File: src/design/pruc_pkg.sv
// Shared types, command codes and helper functions for the pointer register unit.
// No dependencies; imported by the controller, the datapath and the top level.
package pruc_pkg;

  // Command codes of the request.
  localparam logic [2:0] CMD_XCHG  = 3'd0;
  localparam logic [2:0] CMD_COPY  = 3'd1;
  localparam logic [2:0] CMD_ADD   = 3'd2;
  localparam logic [2:0] CMD_LOAD  = 3'd3;
  localparam logic [2:0] CMD_LOGIC = 3'd4;
  localparam logic [2:0] CMD_GEN   = 3'd5;

  // Upper half that marks a logical address.
  localparam logic [31:0] LOGICAL_MASK = 32'hffff_0000;

  // Commands from the controller to the datapath.
  typedef struct packed {
    logic accept;  // a request is taken this cycle
    logic step;    // emit the next byte of a running address run
  } ctrl_cmd_t;

  // Status from the datapath to the controller.
  typedef struct packed {
    logic run_multi;  // the request on the inputs is a run of two or more bytes
    logic run_end;    // the byte emitted by this step is the last of the run
  } dp_status_t;

  // Sign-extend the offset from 16 bits, or from its low 8 bits when short.
  function automatic logic [31:0] sext_offset(input logic [15:0] offs,
                                              input logic is_short);
    logic [31:0] v;
    if (is_short) begin
      v = {{24{offs[7]}}, offs[7:0]};
    end else begin
      v = {{16{offs[15]}}, offs};
    end
    return v;
  endfunction

  // Add that keeps the upper half all ones when the base is logical.
  function automatic logic [31:0] add_keep_logical(input logic [31:0] base,
                                                   input logic [31:0] delta);
    logic [31:0] sum;
    sum = base + delta;
    if ((base & LOGICAL_MASK) == LOGICAL_MASK) begin
      sum = sum | LOGICAL_MASK;
    end
    return sum;
  endfunction

  // Index of the last byte of a run: zero counts as one, above four saturates.
  function automatic logic [1:0] run_last_index(input logic [2:0] cnt);
    logic [1:0] li;
    case (cnt) inside
      3'd0:          li = 2'd0;
      [3'd1:3'd4]:   li = 2'(cnt - 3'd1);
      default:       li = 2'd3;
    endcase
    return li;
  endfunction

endpackage

File: src/design/pruc_ctrl.sv
// Controller state machine of the pointer register unit.
// Depends on pruc_pkg for the command and status structs.
module pruc_ctrl (
  input  logic                 clk,
  input  logic                 rst_n,
  input  logic                 start,
  input  pruc_pkg::dp_status_t status,
  output logic                 busy,
  output pruc_pkg::ctrl_cmd_t  cmd
);
  import pruc_pkg::*;

  localparam logic ST_IDLE = 1'b0;
  localparam logic ST_RUN  = 1'b1;

  logic state_r;
  logic state_nxt;

  // Requests are refused only while an address run is still emitting bytes.
  assign busy       = (state_r == ST_RUN);
  assign cmd.accept = start && !busy;
  assign cmd.step   = (state_r == ST_RUN);

  // Enter the run state on a multi-byte run, leave it after its last byte.
  always_comb begin
    state_nxt = state_r;
    case (state_r)
      ST_IDLE: begin
        if (cmd.accept && status.run_multi) begin
          state_nxt = ST_RUN;
        end
      end
      ST_RUN: begin
        if (status.run_end) begin
          state_nxt = ST_IDLE;
        end
      end
      default: state_nxt = ST_IDLE;
    endcase
  end

  always_ff @(posedge clk) begin
    if (!rst_n) begin
      state_r <= ST_IDLE;
    end else begin
      state_r <= state_nxt;
    end
  end

endmodule

File: src/design/pruc_dp.sv
// Datapath of the pointer register unit: both register banks, the offset adder,
// the run counter and the result register. Depends on pruc_pkg.
module pruc_dp (
  input  logic                 clk,
  input  logic                 rst_n,
  input  pruc_pkg::ctrl_cmd_t  cmd,
  output pruc_pkg::dp_status_t status,
  input  logic [2:0]           in_cmd,
  input  logic [1:0]           in_dst_sel,
  input  logic [1:0]           in_src_sel,
  input  logic                 in_alt_dest,
  input  logic [15:0]          in_offset,
  input  logic                 in_offset_short,
  input  logic [31:0]          in_load_value,
  input  logic [2:0]           in_byte_count,
  output logic                 out_valid,
  output logic [31:0]          out_reg_value,
  output logic [31:0]          out_address,
  output logic [7:0]           out_data_byte,
  output logic [1:0]           out_byte_index,
  output logic                 out_last
);
  import pruc_pkg::*;

  // Register banks; both reset to zero.
  logic [31:0] main_r [4];
  logic [31:0] alt_r  [4];
  logic [31:0] main_nxt [4];
  logic [31:0] alt_nxt  [4];

  // Run state of an address generation.
  logic [31:0] base_r, base_nxt;
  logic [31:0] src_val_r, src_val_nxt;
  logic [1:0]  idx_r, idx_nxt;
  logic [1:0]  last_idx_r, last_idx_nxt;

  // Result register.
  logic        valid_r, valid_nxt;
  logic [31:0] reg_value_r, reg_value_nxt;
  logic [31:0] address_r, address_nxt;
  logic [7:0]  data_byte_r, data_byte_nxt;
  logic [1:0]  byte_index_r, byte_index_nxt;
  logic        last_r, last_nxt;

  logic [31:0] src_val;
  logic [31:0] sum;
  logic [1:0]  in_last_idx;
  logic        wr_en;
  logic [31:0] wr_val;

  assign src_val     = main_r[in_src_sel];
  assign sum         = add_keep_logical(src_val, sext_offset(in_offset, in_offset_short));
  assign in_last_idx = run_last_index(in_byte_count);

  assign status.run_multi = (in_cmd == CMD_GEN) && (in_last_idx != 2'd0);
  assign status.run_end   = (idx_r == last_idx_r);

  // Value written to the destination register by the single-result commands.
  always_comb begin
    wr_en  = 1'b0;
    wr_val = src_val;
    case (in_cmd)
      CMD_COPY:  begin wr_en = 1'b1; wr_val = src_val; end
      CMD_ADD:   begin wr_en = 1'b1; wr_val = sum; end
      CMD_LOAD:  begin wr_en = 1'b1; wr_val = in_load_value; end
      CMD_LOGIC: begin wr_en = 1'b1; wr_val = LOGICAL_MASK | {16'h0000, in_load_value[15:0]}; end
      default:   begin wr_en = 1'b0; wr_val = src_val; end
    endcase
  end

  // Next state of the banks, the run and the result register.
  always_comb begin
    main_nxt       = main_r;
    alt_nxt        = alt_r;
    base_nxt       = base_r;
    src_val_nxt    = src_val_r;
    idx_nxt        = idx_r;
    last_idx_nxt   = last_idx_r;
    valid_nxt      = 1'b0;
    reg_value_nxt  = reg_value_r;
    address_nxt    = address_r;
    data_byte_nxt  = data_byte_r;
    byte_index_nxt = byte_index_r;
    last_nxt       = last_r;

    if (cmd.step) begin
      // Next byte of a running address run.
      valid_nxt      = 1'b1;
      reg_value_nxt  = src_val_r;
      address_nxt    = add_keep_logical(base_r, {30'd0, idx_r});
      data_byte_nxt  = src_val_r[{idx_r, 3'b000} +: 8];
      byte_index_nxt = idx_r;
      last_nxt       = (idx_r == last_idx_r);
      idx_nxt        = idx_r + 2'd1;
    end else if (cmd.accept) begin
      address_nxt    = 32'd0;
      data_byte_nxt  = 8'd0;
      byte_index_nxt = 2'd0;
      last_nxt       = 1'b1;
      case (in_cmd)
        CMD_XCHG: begin
          main_nxt      = alt_r;
          alt_nxt       = main_r;
          valid_nxt     = 1'b1;
          reg_value_nxt = alt_r[in_dst_sel];
        end
        CMD_COPY, CMD_ADD, CMD_LOAD, CMD_LOGIC: begin
          valid_nxt     = 1'b1;
          reg_value_nxt = wr_val;
        end
        CMD_GEN: begin
          // First byte goes out now; the rest follow in the run state.
          valid_nxt     = 1'b1;
          reg_value_nxt = src_val;
          address_nxt   = sum;
          data_byte_nxt = src_val[7:0];
          last_nxt      = (in_last_idx == 2'd0);
          base_nxt      = sum;
          src_val_nxt   = src_val;
          idx_nxt       = 2'd1;
          last_idx_nxt  = in_last_idx;
        end
        default: valid_nxt = 1'b0;
      endcase
      if (wr_en) begin
        if (in_alt_dest) begin
          alt_nxt[in_dst_sel] = wr_val;
        end else begin
          main_nxt[in_dst_sel] = wr_val;
        end
      end
    end
  end

  // Control state and banks take reset; payload registers do not.
  always_ff @(posedge clk) begin
    if (!rst_n) begin
      for (int i = 0; i < 4; i++) begin
        main_r[i] <= 32'd0;
        alt_r[i]  <= 32'd0;
      end
      valid_r <= 1'b0;
    end else begin
      main_r  <= main_nxt;
      alt_r   <= alt_nxt;
      valid_r <= valid_nxt;
    end
  end

  always_ff @(posedge clk) begin
    base_r       <= base_nxt;
    src_val_r    <= src_val_nxt;
    idx_r        <= idx_nxt;
    last_idx_r   <= last_idx_nxt;
    reg_value_r  <= reg_value_nxt;
    address_r    <= address_nxt;
    data_byte_r  <= data_byte_nxt;
    byte_index_r <= byte_index_nxt;
    last_r       <= last_nxt;
  end

  assign out_valid      = valid_r;
  assign out_reg_value  = reg_value_r;
  assign out_address    = address_r;
  assign out_data_byte  = data_byte_r;
  assign out_byte_index = byte_index_r;
  assign out_last       = last_r;

endmodule

File: src/design/pointer_register_address_unit_core.sv
// Pointer register address unit: four pointer registers with alternate copies.
// A single result, or the first byte of an address run, is registered and appears in
// the cycle after its request is taken; the run counter emits the rest one per cycle.
// One request per cycle while busy is low; busy stays high while a run's later bytes go out.
// Reset (rst_n low, synchronous) clears both banks to zero and drops busy and out_valid.
// The receiver cannot stall: out_valid marks each result for exactly one cycle.
module pointer_register_address_unit_core (
  input  logic        clk,
  input  logic        rst_n,
  input  logic        start,
  output logic        busy,
  input  logic [2:0]  in_cmd,
  input  logic [1:0]  in_dst_sel,
  input  logic [1:0]  in_src_sel,
  input  logic        in_alt_dest,
  input  logic [15:0] in_offset,
  input  logic        in_offset_short,
  input  logic [31:0] in_load_value,
  input  logic [2:0]  in_byte_count,
  output logic        out_valid,
  output logic [31:0] out_reg_value,
  output logic [31:0] out_address,
  output logic [7:0]  out_data_byte,
  output logic [1:0]  out_byte_index,
  output logic        out_last
);
  import pruc_pkg::*;

  ctrl_cmd_t  ctrl_cmd;
  dp_status_t dp_status;

  // Sequencer for requests and address runs.
  pruc_ctrl u_ctrl (
    .clk    (clk),
    .rst_n  (rst_n),
    .start  (start),
    .status (dp_status),
    .busy   (busy),
    .cmd    (ctrl_cmd)
  );

  // Register banks, adder and result register.
  pruc_dp u_dp (
    .clk             (clk),
    .rst_n           (rst_n),
    .cmd             (ctrl_cmd),
    .status          (dp_status),
    .in_cmd          (in_cmd),
    .in_dst_sel      (in_dst_sel),
    .in_src_sel      (in_src_sel),
    .in_alt_dest     (in_alt_dest),
    .in_offset       (in_offset),
    .in_offset_short (in_offset_short),
    .in_load_value   (in_load_value),
    .in_byte_count   (in_byte_count),
    .out_valid       (out_valid),
    .out_reg_value   (out_reg_value),
    .out_address     (out_address),
    .out_data_byte   (out_data_byte),
    .out_byte_index  (out_byte_index),
    .out_last        (out_last)
  );

endmodule

File: config.mk
export PLATFORM = sky130hd
export DESIGN_NAME = pointer_register_address_unit_core
export DESIGN_NICKNAME = d
export VERILOG_FILES = /design/src/design/pruc_pkg.sv /design/src/design/pruc_ctrl.sv /design/src/design/pruc_dp.sv /design/src/design/pointer_register_address_unit_core.sv
export SDC_FILE = /design/constraint.sdc
export NUM_CORES = 1
export LEC_CHECK = 0
export BUFFER_PORTS_ARGS = -buffer_cell sky130_fd_sc_hd__buf_2
export CORE_MARGIN = 5
export CORE_UTILIZATION = 66
export CTS_CLUSTER_DIAMETER = 80
export DETAILED_ROUTE_END_ITERATION = 6
export PLACE_DENSITY = 0.86
export SLEW_MARGIN = 15
export SYNTH_ARGS = -nofsm -noshare
export SYNTH_HDL_FRONTEND = slang
export SYNTH_SLANG_ARGS = --single-unit
File: constraint.sdc
create_clock -name clk -period 14.2 [get_ports clk]
set_input_delay 2.84 -clock clk [delete_from_list [all_inputs] [get_ports clk]]
set_output_delay 2.84 -clock clk [all_outputs]
set_load 0.01 [all_outputs]
==> impl_metrics.json <==
{
  "setup_violations": 0,
  "layoutNonFillerInstCount": 2867,
  "cpPeakStageDelay_ns": 1.01,
  "drtAntennaViolNets": 0,
  "cts_tree": "built",
  "clock_sinks": 401,
  "avgSynthCellArea_sq_um": 9.21,
  "synth-main-ff-cell": "dfxtp_1",
  "cts_resized": 0,
  "holdWs_ns": 0.485,
  "cts_made_buffers": 41,
  "htreeDepth": 2,
  "cpMaxStageDelayCell": "a211oi_2",
  "reg2reg_from": "u_dp.main_r[0]",
  "post-cts-setup-buffer-count": 0,
  "gp_congestion": 0.969,
  "grt_pass1_vias": 19767,
  "power.density_nw_per_um2": 116,
  "drt_pass1_iterations": 6,
  "yosys_warnings": 0,
  "path_clk_slew_ns": 0.06,
  "leakage_uw": 0.00886,
  "synth-async-reset-ratio_pct": 0,
  "viasPerCell": 7.46,
  "final_cell_mix": "a21oi_1, nand2_1, dfxtp_1",
  "initial_core_util_pct": 66.9,
  "max_slew_margin_pct": 14.2,
  "ys_seq_elements": 401,
  "design_area_sq_um": 24000,
  "critPathKind": "input pin to flip-flop",
  "clock_skew_ns": 0.0189,
  "dieArea_sq_um": 36800,
  "reg2reg_slack_ns": 9.44,
  "synthToLayoutAreaGrowth_pct": 10.0,
  "start_kind": "input pin",
  "maxCapViolCount": 0,
  "finalWirelength_um": 75800,
  "synthCells": 2371,
  "die_height_um": 192,
  "die-width_um": 192,
  "synth_edf_count": 143,
  "hold_start": "u_dp.alt_r[30]",
  "critical_path.cell_chain": "buf_2 -> buf_4 -> mux4_2 -> ha_1 -> fa_1 -> a21o_1 -> a221o_1 -> a2bb2oi_1 -> a21bo_2 -> a21o_1 -> a2111oi_0 -> a211oi_2 -> o21ai_0 -> a2bb2oi_1",
  "whs_path_depth": 2,
  "post-place-cells": 2794,
  "nNetsFinal": 2495,
  "grtUsageTotal_pct": 39.8,
  "power_uw": 2790,
  "rsz0062_at_grt": "false",
  "reg2reg_to": "u_dp.out_reg_value[30]",
  "max_clock_freq_ghz": 0.133,
  "grt-ovfl-total": 0,
  "cp_top_family": "compound AO/OA/AOI/OAI gates",
  "dp_hpwl_um": 49200,
  "dpl_cell_area_sq_um": 22700,
  "io_pins": 140,
  "cts_root_buf": "clkbuf_16",
  "grt_antenna_before_repair": 1,
  "max_slew.worst_pin.slew_ns": 1.28,
  "core_region_area_sq_um": 32600,
  "critPathBufInv": 2,
  "place.port_buffers": 139,
  "route.detailed.drc": 0,
  "clk_path_buf_depth": 3,
  "vdd_drop_max_uv": 74.5,
  "vias": 21382,
  "cp.arrival_ns": 7.94,
  "fillers": 2297,
  "cp_max_fo": 32,
  "clk_latency_ns": 0.55,
  "finalHoldViolations": 0,
  "fin_crit_ns": 7.55,
  "status": "complete, no violations",
  "num_rows": 66,
  "wire_per_inst_um": 26.4,
  "hold_path.class": "flip-flop to flip-flop",
  "netlist_area_sq_um": 21800,
  "reg2reg_depth": 12,
  "grt_pass1_wl_um": 114000,
  "slew_violations": 0,
  "drive_gt1_share_pct": 15.0,
  "yosysSeqAreaShare_pct": 43.3,
  "drtIter0Drc": 4007,
  "synth_fp_nets": 2471,
  "cts_hold_buf": 0,
  "fin_crit_sh_pct": 53.1,
  "crit_path_end_kind": "flip-flop",
  "whs_endpoint": "u_dp.alt_r[30]",
  "cp.required_ns": 14.59,
  "tns_ns": 0,
  "grt_max_degree": 149,
  "layout_commonest_cell": "a21oi_1",
  "synth.distinct_cells": 84
}
==> synthesized netlist by cell type (all sizes together), types with 28 or more instances <==
library cell	n	share of area (%)
nor4	29	0.90
edfxtp	143	20
o21ai	227	5.2
o22ai	102	2.9
o221ai	72	2.9
inv	38	0.65
ha	35	2.0
a21boi	28	0.96
nor2	134	2.3
buf	34	0.84
xor2	30	1.2
mux4	72	7.5
nand3	64	1.5
a21oi	310	7.1
nand2	284	4.9
clkbuf	164	2.8
dfxtp	258	24
==> registers in the layout, indices dropped and copies added (netlist names) <==
signal               cells
u_dp.out_last            1
u_dp.out_valid           1
u_ctrl.busy              1
u_dp.alt_r             128
u_dp.src_val_r          32
u_dp.out_data_byte       8
u_dp.main_r            128
u_dp.out_address        32
u_dp.out_reg_value      32
u_dp.idx_r               2
u_dp.last_idx_r          2
u_dp.out_byte_index      2
u_dp.base_r             32
==> cells by family after synthesis <==
group	synth area share (%)
xor+xnor	2.29
flops	43.3
mux	7.77
compound gates	27.9
simple gates	12.2
fa+ha+maj	2.19
buf+inv	4.31
==> how the worst max path moves through the flow <==
stage                        startpoint                      to  slack (ns)  cells past startpoint
after floorplan                   start          u_dp.base_r[0]        7.42                      5
after global placement    in_src_sel[0]  u_dp.out_reg_value[30]        6.53                     14
after detailed placement  in_src_sel[0]  u_dp.out_reg_value[30]        6.42                     14
after CTS                 in_src_sel[0]  u_dp.out_reg_value[30]        6.94                     14
after global routing      in_src_sel[0]  u_dp.out_reg_value[30]        6.65                     14
final                     in_src_sel[0]  u_dp.out_reg_value[30]        6.65                     14
==> area by class of cell <==
cell class	instances	area (sq um)	share of cell area (%)
diodes	1	2.50	0.0104
clock buffers	56	1140	4.76
clock inverters	16	164	0.682
inverters	38	143	0.594
multi-input cells	1734	11500	48.1
flip-flops and latches	401	9460	39.4
well taps	442	553	2.30
repair buffers	179	1000	4.17
==> layer usage <==
metal	wire length [um]	track usage [%]	part of all wire (%)	vias to the layer above
met5	0	0	0	-
met4	4720	20.5	6.2	0
met3	10700	9.11	14	369
met2	33400	60.7	44	1885
met1	27000	53.4	36	9996
li1	-	-	-	9132
==> power breakdown <==
| group | internal [uW] | leakage, uW | switching (uW) | total (uW) |
|---|---|---|---|---|
| combinational | 140 | 0.00472 | 297 | 437 |
| sequential | 1250 | 0.00351 | 35.0 | 1280 |
| clock | 617 | 0.000639 | 455 | 1070 |
| total | 2010 | 0.00886 | 787 | 2790 |
==> per-stage QoR <==
stage          setup slack (ns)  util [%]
2_1_floorplan              7.42         -
4_1_cts                    6.94      73.6
3_3_place_gp               6.53      69.6
3_5_place_dp               6.42      69.6
6_report                   6.65      73.6
5_1_grt                    6.65      73.6
==> tightest hold or removal path: cells and delay by family, from the launching register on <==
family             cells  cell delay, ns
and+or+nand+nor        1            0.06
DFF                    1            0.33
AOI/OAI and AO/OA      1            0.05
(Power assumes the default switching activity.)
